`src/ffca_pkg.sv`:
```
// Package for the first-fit coalescing allocator.
// Holds heap geometry constants, status codes and the sequencer state type.
// No dependencies.
`default_nettype none

package ffca_pkg;

	// Heap geometry defaults
	localparam int DEF_HEAP_BYTES = 4096;
	localparam int ALIGN_BYTES    = 8;
	localparam int ALIGN_SH       = 3;
	localparam int HEADER_BYTES   = 8;
	localparam int HDR_SIZE       = ((HEADER_BYTES + ALIGN_BYTES - 1) / ALIGN_BYTES) * ALIGN_BYTES;
	localparam int MIN_SPLIT      = HDR_SIZE * 2;

	// Width of a rounded request (16-bit size plus header and rounding slack)
	localparam int RQW = 17;

	// Result status codes
	typedef enum logic [1:0] {
		STAT_OK         = 2'd0,
		STAT_ALLOC_FAIL = 2'd1,
		STAT_FREE_REJ   = 2'd2,
		STAT_FREE_NULL  = 2'd3
	} status_t;

	// Sequencer states
	typedef enum logic [4:0] {
		S_CLEAR,
		S_IDLE,
		S_A_CHK,
		S_A_SPLIT,
		S_A_W_NG,
		S_A_W_BLK,
		S_A_W_PREV,
		S_F_G,
		S_F_WALK,
		S_F_WALK_RD,
		S_F_MERGE_P,
		S_F_MERGE_N,
		S_F_NXT,
		S_F_W_G,
		S_F_W_BLK,
		S_F_W_IT,
		S_RESP
	} state_t;

endpackage

`default_nettype wire

```
`src/ffca_span_cmp.sv`:
```
// Shared adjacency unit: does the block at base end exactly at target?
// Depends on ffca_pkg for the granule shift.
`default_nettype none

module ffca_span_cmp
	import ffca_pkg::*;
#(
	parameter int GW  = 10,
	parameter int SZW = 13
) (
	input  wire logic [GW-1:0]  base_g,
	input  wire logic [SZW-1:0] size,
	input  wire logic [GW-1:0]  target_g,
	output logic                hit
);

	localparam int EW = ((GW + ALIGN_SH) > SZW ? (GW + ALIGN_SH) : SZW) + 1;

	logic [EW-1:0] end_off;
	logic [EW-1:0] tgt_off;

	// byte end of block against byte offset of target
	assign end_off = (EW'(base_g) << ALIGN_SH) + EW'(size);
	assign tgt_off = EW'(target_g) << ALIGN_SH;
	assign hit     = (end_off == tgt_off);

endmodule

`default_nettype wire

```
`config.mk`:
```
export PLATFORM = sky130hd
export DESIGN_NAME = ffca_span_cmp
export DESIGN_NICKNAME = d
export VERILOG_FILES = /design/src/ffca_pkg.sv /design/src/ffca_span_cmp.sv
export SDC_FILE = /design/constraint.sdc
export NUM_CORES = 1
export LEC_CHECK = 0
export ABC_AREA = 0
export BUFFER_PORTS_ARGS = -buffer_cell sky130_fd_sc_hd__buf_2
export CAP_MARGIN = 20
export CORE_MARGIN = 4
export CORE_UTILIZATION = 35
export DETAILED_ROUTE_END_ITERATION = 6
export PLACE_DENSITY = 0.79
export SYNTH_ARGS = -nofsm -noshare
export SYNTH_HDL_FRONTEND = slang
export SYNTH_SLANG_ARGS = --single-unit
```
`constraint.sdc`:
```
create_clock -name vclk -period 2.6
set_input_delay 0.13 -clock vclk [all_inputs]
set_output_delay 0.13 -clock vclk [all_outputs]
set_load 0.01 [all_outputs]
```
==> results of run 1 <==
==> per-layer routing <==
metal / routed length [µm] / track usage (%)
met1: 549 / 15.4
met2: 643 / 21.1
met3: 97 / 0
met4: 0 / 0
met5: 0 / 0
==> through the flow <==
step | instance area, µm² | hold slack (ns) | cells | power [mW] | worst slack [ns]
global placement | 728 | 0.761 | 110 | 0.159 | 0.349
floorplan | 539 | 0.524 | 61 | 0.118 | 0.558
global route | 728 | 0.797 | 110 | 0.183 | 0.108
finish | 728 | 0.763 | 110 | 0.164 | 0.291
detailed placement | 728 | 0.767 | 110 | 0.164 | 0.269
CTS | 728 | 0.768 | 110 | 0.165 | 0.270
==> placed cells by master, fill, tap and decap left out <==
cell type   n
fa_1        1
buf_2      34
ha_1       10
a31oi_1     1
and4_1      1
nand3_1     1
a21o_1      5
a21oi_2     1
and3_1      1
xnor2_1    12
xor2_1      6
nor3_1      1
nor4_1      1
nor2_1      2
a2111oi_0   1
and2_1      1
o21ai_2     1
o21ai_0     2
o21bai_1    1
o21a_1      1
nand4_1     2
nor4_2      1
a21oi_1     2
and3_4      1
a211oi_1    2
nand2_1     2
a2111oi_4   1
==> cells by family (layout without fill, tap and decap cells) <==
family,Yosys count,in the layout,synth area share [%]
AO/OA/AOI/OAI,18,18,27.4
XOR/XNOR,18,18,29.2
AND/OR/NAND/NOR,14,14,16.5
adder cells (fa/ha/maj),11,11,26.9
buffers and inverters,0,34,0
==> synth_stat cells <==
master and count:
o21bai_1 1, nor2_1 2, o21ai_2 1, nand3_1 1, a2111oi_4 1, a21o_1 5, and3_4 1, and3_1 1
ha_1 10, nor4_2 1, a2111oi_0 1, and2_1 1, a211oi_1 2, nor3_1 1, and4_1 1, a21oi_2 1
xor2_1 6, fa_1 1, o21a_1 1, nor4_1 1, nand4_1 2, a31oi_1 1, nand2_1 2, xnor2_1 12
o21ai_0 2, a21oi_1 2
==> tightest hold or removal path: stages <==
cell	delay (ns)
buf_2	0.08
xor2_1	0.07
xnor2_1	0.18
nor4_2	0.04
buf_2	0.13
==> cell type report <==
cell class / count / area, µm² / area share [%]
Timing Repair Buffer: 34 / 170 / 23.4
Multi-Input combinational cell: 61 / 539 / 74.1
Tap cell: 15 / 18.8 / 2.58
==> path summary, 6_finish.rpt <==
check	from	endpoint	slack, ns	cells after the start
hold / removal	target_g[9]	hit	0.76	5
setup / recovery	base_g[0]	hit	0.29	10
==> power groups by stage <==
stage               combinational [mW]  sequential (mW)  clock [mW]
finish                           0.164                0           0
global route                     0.183                0           0
CTS                              0.165                0           0
detailed placement               0.164                0           0
global placement                 0.159                0           0
floorplan                        0.118                0           0
==> load_flow_metrics.sql, run 1 <==
INSERT INTO impl_metrics (metric_group, metric, value, unit) VALUES
('synthesis', 'register_area_share_after_synthesis', '0', '%'),
('synthesis', 'syn-mean-instance-area', '8.84', 'µm²'),
('worst_setup_path', 'critPathBufInv', '2', ''),
('floorplan', 'initial_utilization', '39.0', '%'),
('global_route', 'via_count_of_the_first_global_routing_pass', '538', ''),
('global_route', 'grt_overflow', '0', ''),
('final_layout', 'design.seq.count', '0', ''),
('worst_setup_path', 'cp_common_cell', 'buf_2', ''),
('synthesis', 'fraction_of_post_synthesis_cell_area_in_the_top_cell_type_by_area', '23.2', '%'),
('floorplan', 'core_area', '0.00138', 'mm²'),
('pwr', 'powerDensity', '225', 'mW/mm²'),
('floorplan', 'die_height', '47.3', 'µm'),
('floorplan', 'floorplan.die_area', '0.00223', 'mm²'),
('pwr', 'p_sw_share', '47.8', '%'),
('sta', 'fin_crit_sh', '88.8', '%'),
('final_layout', 'areaGrowthSynthToFinish', '35.0', '%'),
('final_layout', 'layout.clock_buffers', '0', ''),
('drt', 'via_count', '585', ''),
('global_route', 'grtUsageTotal', '11.3', '%'),
('worst_setup_path', 'timing.critical_path.slowest_cell_delay', '0.40', 'ns'),
('pwr', 'cell_internal_power', '0.0857', 'mW'),
('worst_setup_path', 'worstPathCellList', 'buf_2 > ha_1 > fa_1 > a211oi_1 > o21bai_1 > a21o_1 > a31oi_1 > xnor2_1 > nor4_2 > buf_2', ''),
('worst_setup_path', 'path_delay_family', 'compound AO/OA/AOI/OAI gates', ''),
('placed_design', 'gp_routability_congestion', '0.808', ''),
('sta', 'rsz0062_at_grt', 'no', ''),
('final_layout', 'post_route_cells_drive_above_1_share', '41.1', '%'),
('pwr', 'ir_drop', '0.0000996', 'V'),
('sta', 'max_clock_freq', '433', 'MHz'),
('pwr', 'clockPowerShare', '0', '%'),
('global_route', 'global_route_wire_length_before_repair', '1.98', 'mm'),
('floorplan', 'placement_rows', '13', ''),
('pwr', 'p_seq_share', '0', '%'),
('pwr', 'total_switching_power', '0.0784', 'mW'),
('synthesis', 'synth_top_cells_by_area', 'ha_1 23%, xnor2_1 19%, xor2_1 9.7%', ''),
('sta', 'timing.final.hold_violations', '0', ''),
('synthesis', 'netlist_area', '539', 'µm²'),
('clock_tree', 'post-cts-setup-buffer-count', '0', ''),
('final_layout', 'final_util', '52.7', '%'),
('synthesis', 'post_synth_num_cell_types', '26', ''),
('placed_design', 'place.port_buffers', '34', ''),
('synthesis', 'ys_warn_count', '0', ''),
('worst_setup_path', 'path_class', 'in -> out', ''),
('drt', 'firstDrtPassIters', '3', ''),
('drt', 'total_wirelength', '1.29', 'mm'),
('min_path', 'timing.hold.worst.class', 'in -> out', ''),
('global_route', 'grt_max_degree', '7', ''),
('worst_setup_path', 'required_time_of_the_worst_setup_path', '2.47', 'ns'),
('global_route', 'grt_antenna_before_repair', '0', ''),
('pwr', 'cellLeakagePower', '0.363', 'nW'),
('drt', 'wl_per_cell', '11.7', 'µm'),
('pwr', 'p_comb_share', '100.0', '%'),
('synthesis', 'synth_top_cell_by_area', 'ha_1', ''),
('sta', 'timing_max_transition_violations_final', '0', ''),
('worst_setup_path', 'worst_path_arrival_time', '2.18', 'ns'),
('worst_setup_path', 'critical_path_start_type', 'input pin', ''),
('job', 'drv.max_cap_violation_count', '0', ''),
('final_layout', 'n_fill_cell', '141', ''),
('floorplan', 'num_io_pins', '34', ''),
('sta', 'finalSetupViolCount', '0', ''),
('drt', 'drt_antenna_net_count', '0', ''),
('final_layout', 'antenna-diode-count', '0', ''),
('sta', 'slew_headroom', '76.1', '%'),
('drt', 'dr.first_iter.drc_count', '2', ''),
('final_layout', 'layout.area.seq', '0', 'µm²'),
('clock_tree', 'post_cts_resized', '0', ''),
('drt', 'drc', '0', ''),
('final_layout', 'nets', '141', ''),
('sta', 'clock_period_minus_worst_slack', '2.31', 'ns'),
('sta', 'tightest_slew', '0.349', 'ns'),
('worst_setup_path', 'critical_path.max_fanout', '3', ''),
('synthesis', 'netlist_instances', '61', ''),
('worst_setup_path', 'endpoint_kind', 'primary output', ''),
('sta', 'setup_tns', '0', 'ns'),
('outcome', 'run_status', 'complete, no violations', ''),
('worst_setup_path', 'cpMaxStageDelayCell', 'fa_1', ''),
('floorplan', 'fp.dieW', '47.3', 'µm'),
('drt', 'via_per_inst', '5.32', ''),
('synthesis', 'synth_fp_nets', '105', ''),
('placed_design', 'hpwl', '1.16', 'mm'),
('clock_tree', 'holdBufCountCts', '0', '');
No activity file was read; power rests on OpenSTA's default activity.
==> run 2, diff against run 1 <==
--- a/config.mk
+++ b/config.mk
@@ -12,6 +12,7 @@
 export CORE_UTILIZATION = 35
 export DETAILED_ROUTE_END_ITERATION = 6
 export PLACE_DENSITY = 0.79
+export SETUP_SLACK_MARGIN = 0.4
 export SYNTH_ARGS = -nofsm -noshare
 export SYNTH_HDL_FRONTEND = slang
 export SYNTH_SLANG_ARGS = --single-unit
==> run 2 against run 1 <==
Sequential share of layout area unchanged. Combinational power increased by 3%. Sequential cell count unchanged. Die area unchanged.
==> load_flow_metrics.sql, run 2 (same netlist as run 1, synthesis figures left out) <==
INSERT INTO impl_metrics (metric_group, metric, value, unit) VALUES
('outcome', 'run_status', 'complete, no violations', ''),
('worst_setup_path', 'path_class', 'in -> out', ''),
('drt', 'via_per_inst', '5.25', ''),
('global_route', 'grtUsageTotal', '11.1', '%'),
('final_layout', 'areaGrowthSynthToFinish', '37.6', '%'),
('pwr', 'powerDensity', '227', 'mW/mm²'),
('final_layout', 'nets', '141', ''),
('drt', 'wl_per_cell', '11.7', 'µm'),
('sta', 'fin_crit_sh', '82.5', '%'),
('sta', 'timing.final.hold_violations', '0', ''),
('final_layout', 'layout.clock_buffers', '0', ''),
('drt', 'via_count', '577', ''),
('clock_tree', 'holdBufCountCts', '0', ''),
('final_layout', 'final_util', '53.7', '%'),
('drt', 'total_wirelength', '1.28', 'mm'),
('global_route', 'grt_overflow', '0', ''),
('drt', 'firstDrtPassIters', '2', ''),
('floorplan', 'initial_utilization', '39.0', '%'),
('placed_design', 'place.port_buffers', '34', ''),
('global_route', 'via_count_of_the_first_global_routing_pass', '536', ''),
('final_layout', 'mostFrequentLayoutCell', 'buf_2', ''),
('drt', 'dr.first_iter.drc_count', '1', ''),
('floorplan', 'num_io_pins', '34', ''),
('final_layout', 'antenna-diode-count', '0', ''),
('worst_setup_path', 'critical_path_start_type', 'input pin', ''),
('pwr', 'ir_drop', '0.000103', 'V'),
('min_path', 'timing.hold.worst.class', 'in -> out', ''),
('final_layout', 'post_route_cells_drive_above_1_share', '44.2', '%'),
('final_layout', 'layout_common_cells', '34 x buf_2, 12 x xnor2_1, 10 x ha_1', ''),
('worst_setup_path', 'endpoint', 'hit', ''),
('floorplan', 'placement_rows', '13', ''),
('worst_setup_path', 'required_time_of_the_worst_setup_path', '2.47', 'ns'),
('drt', 'drt_antenna_net_count', '0', ''),
('floorplan', 'core_area', '0.00138', 'mm²'),
('worst_setup_path', 'worst_path_arrival_time', '2.02', 'ns'),
('floorplan', 'fp.dieW', '47.3', 'µm'),
('worst_setup_path', 'startpoint', 'base_g[0]', ''),
('sta', 'finalSetupViolCount', '0', ''),
('drt', 'drc', '0', ''),
('sta', 'timing_max_transition_violations_final', '0', ''),
('sta', 'max_clock_freq', '466', 'MHz'),
('global_route', 'global_route_wire_length_before_repair', '1.94', 'mm'),
('worst_setup_path', 'endpoint_kind', 'primary output', ''),
('worst_setup_path', 'critical_path.max_fanout', '2', ''),
('sta', 'setup_tns', '0', 'ns'),
('sta', 'clock_period_minus_worst_slack', '2.15', 'ns'),
('sta', 'rsz0062_at_grt', 'yes', ''),
('final_layout', 'n_fill_cell', '140', ''),
('global_route', 'grt_antenna_before_repair', '0', ''),
('sta', 'slew_headroom', '77.3', '%'),
('final_layout', 'layout.area.seq', '0', 'µm²'),
('pwr', 'cellLeakagePower', '0.363', 'nW'),
('placed_design', 'hpwl', '1.16', 'mm'),
('global_route', 'grt_max_degree', '7', ''),
('placed_design', 'gp_routability_congestion', '0.808', ''),
('sta', 'tightest_slew', '0.341', 'ns'),
('final_layout', 'design.seq.count', '0', ''),
('floorplan', 'die_height', '47.3', 'µm'),
('job', 'drv.max_cap_violation_count', '0', ''),
('clock_tree', 'post-cts-setup-buffer-count', '0', ''),
('floorplan', 'floorplan.die_area', '0.00223', 'mm²');
-- run 2: area by class of cell --
cell class / instances / area, µm² / area share [%]
repair buffers: 34 / 170 / 22.9
well taps: 15 / 18.8 / 2.53
multi-input cells: 61 / 553 / 74.5
-- run 2: stage by stage --
| stage | instances | area (µm²) | hold WS (ns) | setup slack (ns) | power, mW |
|---|---|---|---|---|---|
| global route | 110 | 742 | 0.797 | 0.344 | 0.187 |
| finish | 110 | 742 | 0.763 | 0.454 | 0.169 |
| floorplan | 61 | 539 | 0.524 | 0.558 | 0.118 |
| CTS | 110 | 737 | 0.764 | 0.400 | 0.168 |
| global placement | 110 | 728 | 0.761 | 0.349 | 0.159 |
| detailed placement | 110 | 728 | 0.767 | 0.269 | 0.164 |
-- run 2: repair_timing --
action / in CTS / in global routing
pin swaps: 2 / 1
setup endpoints to repair: 1 / 1
gates resized for setup: 3 / 1
-- run 2: layer usage --
layer  GRT usage [%]  part of all wire, %  routed length, µm  up-vias
li1                -                    -                  -      303
met1            14.4                   42                542      255
met2            21.4                   50                647       19
met3               0                  7.3                 94        0
met4               0                    0                  0        0
met5               0                    0                  0        -
-- run 2: how the worst min path moves through the flow --
stage	startpoint	slack, ns	depth (start not counted)	endpoint
2_1_floorplan	target_g[7]	0.52	3	hit
3_3_place_gp	target_g[8]	0.76	5	hit
3_5_place_dp	size[1]	0.77	7	hit
4_1_cts	size[2]	0.76	7	hit
5_1_grt	target_g[7]	0.80	5	hit
6_report	target_g[9]	0.76	5	hit
-- run 2: critical path, cell delays in order --
cell and delay [ns]:
buf_2 0.10, ha_1 0.21, fa_2 0.53, xnor2_1 0.12, nand4_1 0.12, a2111oi_2 0.35
nand4_1 0.16, nor4_2 0.13, buf_2 0.16
-- run 2: power by group --
part           internal (mW)  switching [mW]
combinational         0.0873          0.0814
sequential                 0               0
clock                      0               0
total                 0.0873          0.0814
==> run 3, diff against run 2 <==
--- a/config.mk
+++ b/config.mk
@@ -11,7 +11,7 @@
 export CORE_MARGIN = 4
 export CORE_UTILIZATION = 35
 export DETAILED_ROUTE_END_ITERATION = 6
-export PLACE_DENSITY = 0.79
+export PLACE_DENSITY = 0.81
 export SETUP_SLACK_MARGIN = 0.4
 export SYNTH_ARGS = -nofsm -noshare
 export SYNTH_HDL_FRONTEND = slang
==> constraint.sdc (replaced) <==
create_clock -name vclk -period 1.89
set_input_delay 0.0945 -clock vclk [all_inputs]
set_output_delay 0.0945 -clock vclk [all_outputs]
set_load 0.01 [all_outputs]
==> run 3 against run 2 <==
Sequential cell count is the same. The flow now finishes with violations (setup timing). Combinational power grew 63%. Worst setup slack lost 0.57 ns. Count of clock-buffer cells in the layout is the same. Worst hold slack lost 0.069 ns. Global-route usage grew 0.85 points. Power grew 63%. First-iteration DRC count grew to 7.0 times the previous value. Routed wire length grew 9.3%. Sequential share of layout area is the same. Utilization grew 8.0 points. Largest power group unchanged.
==> load_flow_metrics.sql, run 3 (same netlist as run 1, synthesis figures left out) <==
INSERT INTO impl_metrics (metric_group, metric, value, unit) VALUES
('outcome', 'run_status', 'finished, violations left', ''),
('outcome', 'violations', 'setup timing', ''),
('sta', 'timing.final.hold_violations', '0', ''),
('drt', 'drt_antenna_net_count', '0', ''),
('global_route', 'grt_max_degree', '6', ''),
('global_route', 'met3_usage', '0.383', '%'),
('min_path', 'worstHoldEndpoint', 'hit', ''),
('global_route', 'grt_overflow', '0', ''),
('pwr', 'cellLeakagePower', '0.419', 'nW'),
('global_route', 'grt_most_used_layer', 'met2', ''),
('placed_design', 'dp_cells', '117', ''),
('sta', 'hold_ws', '0.694', 'ns'),
('drt', 'firstDrtPassIters', '4', ''),
('floorplan', 'floorplan.die_area', '0.00223', 'mm²'),
('global_route', 'global_route_wire_length_before_repair', '2.04', 'mm'),
('final_layout', 'areaGrowthSynthToFinish', '58.0', '%'),
('sta', 'timing_max_transition_violations_final', '0', ''),
('min_path', 'whs_path_depth', '7', ''),
('drt', 'via_count', '622', ''),
('worst_setup_path', 'endpoint_kind', 'primary output', ''),
('drt', 'via_per_inst', '5.27', ''),
('floorplan', 'placement_rows', '13', ''),
('job', 'drv.max_cap_violation_count', '0', ''),
('worst_setup_path', 'required_time_of_the_worst_setup_path', '1.80', 'ns'),
('drt', 'wl_per_cell', '11.9', 'µm'),
('worst_setup_path', 'path_class', 'in -> out', ''),
('sta', 'rsz0062_at_grt', 'yes', ''),
('sta', 'finalSetupViolCount', '1', ''),
('min_path', 'timing.hold.worst.class', 'in -> out', ''),
('clock_tree', 'holdBufCountCts', '0', ''),
('pwr', 'ir_drop', '0.000178', 'V'),
('final_layout', 'antenna-diode-count', '0', ''),
('floorplan', 'core_area', '0.00138', 'mm²'),
('sta', 'clock_period_minus_worst_slack', '2.01', 'ns'),
('sta', 'slew_headroom', '78.3', '%'),
('floorplan', 'initial_utilization', '39.0', '%'),
('drt', 'dr.first_iter.drc_count', '7', ''),
('final_layout', 'layout_common_cells', '32 x buf_2, 10 x xnor2_1, 9 x ha_1', ''),
('placed_design', 'place_ws', '-0.310', 'ns'),
('global_route', 'grtUsageTotal', '12.0', '%'),
('placed_design', 'gp_routability_congestion', '0.695', ''),
('final_layout', 'final_cells', '118', ''),
('sta', 'max_clock_freq', '498', 'MHz'),
('placed_design', 'place.port_buffers', '34', ''),
('global_route', 'via_count_of_the_first_global_routing_pass', '562', ''),
('drt', 'total_wirelength', '1.40', 'mm'),
('final_layout', 'nets', '149', ''),
('sta', 'tightest_slew', '0.325', 'ns'),
('global_route', 'grt_use_met1', '12.9', '%'),
('global_route', 'grtUsageMet2', '25.4', '%'),
('worst_setup_path', 'critical_path_start_type', 'input pin', ''),
('worst_setup_path', 'critical_path.max_fanout', '2', ''),
('final_layout', 'post_route_cells_drive_above_1_share', '52.4', '%'),
('final_layout', 'layout.area.seq', '0', 'µm²'),
('floorplan', 'die_height', '47.3', 'µm'),
('final_layout', 'design.seq.count', '0', ''),
('final_layout', 'layout.clock_buffers', '0', ''),
('pwr', 'p_total', '0.275', 'mW'),
('final_layout', 'mostFrequentLayoutCell', 'buf_2', ''),
('sta', 'fin_crit_sh', '106', '%'),
('placed_design', 'hpwl', '1.25', 'mm'),
('placed_design', 'post_dp_cell_area', '786', 'µm²'),
('global_route', 'grt_antenna_before_repair', '0', ''),
('final_layout', 'final_util', '61.6', '%'),
('min_path', 'min_from', 'size[1]', ''),
('sta', 'setup_tns', '-0.119', 'ns'),
('floorplan', 'num_io_pins', '34', ''),
('sta', 'final.setup.worst_slack', '-0.119', 'ns'),
('worst_setup_path', 'worst_path_arrival_time', '1.91', 'ns'),
('pwr', 'powerDensity', '323', 'mW/mm²'),
('final_layout', 'design_area', '852', 'µm²'),
('drt', 'drc', '0', ''),
('floorplan', 'fp.dieW', '47.3', 'µm');
run 3: worst max-delay path by stage:
stage,start,cells past startpoint,slack [ns],end
finish,size[3],9,-0.12,hit
global placement,base_g[0],10,-0.29,hit
CTS,size[3],10,-0.16,hit
global route,size[3],10,-0.25,hit
detailed placement,base_g[0],10,-0.31,hit
floorplan,base_g[0],8,-0.07,hit
run 3: worst max-delay path, cell delays in order:
cell       delay, ns
buf_6           0.10
ha_4            0.15
fa_2            0.55
xnor2_2         0.11
nand4_1         0.12
a2111oi_2       0.35
nand4_1         0.15
nor4_2          0.13
buf_2           0.17
run 3: cell type report:
cell class,instances,area [µm²]
timing repair buffer,42,246
multi-input combinational,61,587
fill,116,531
tap,15,18.8
run 3: per-layer routing:
| layer | up-vias | routed length [µm] |
|---|---|---|
| li1 | 318 | - |
| met1 | 286 | 552 |
| met2 | 18 | 760 |
| met3 | 0 | 92 |
| met4 | 0 | 0 |
| met5 | - | 0 |
run 3: repair_timing:
action / in CTS / in global routing
setup buffers: 1 / 0
gates resized for setup: 7 / 4
setup endpoints to repair: 1 / 1
pin swaps: 13 / 4
run 3: where the power goes:
group	switching, mW	internal (mW)	total, mW
registers	0	0	0
clock network	0	0	0
logic	0.125	0.150	0.275
total	0.125	0.150	0.275
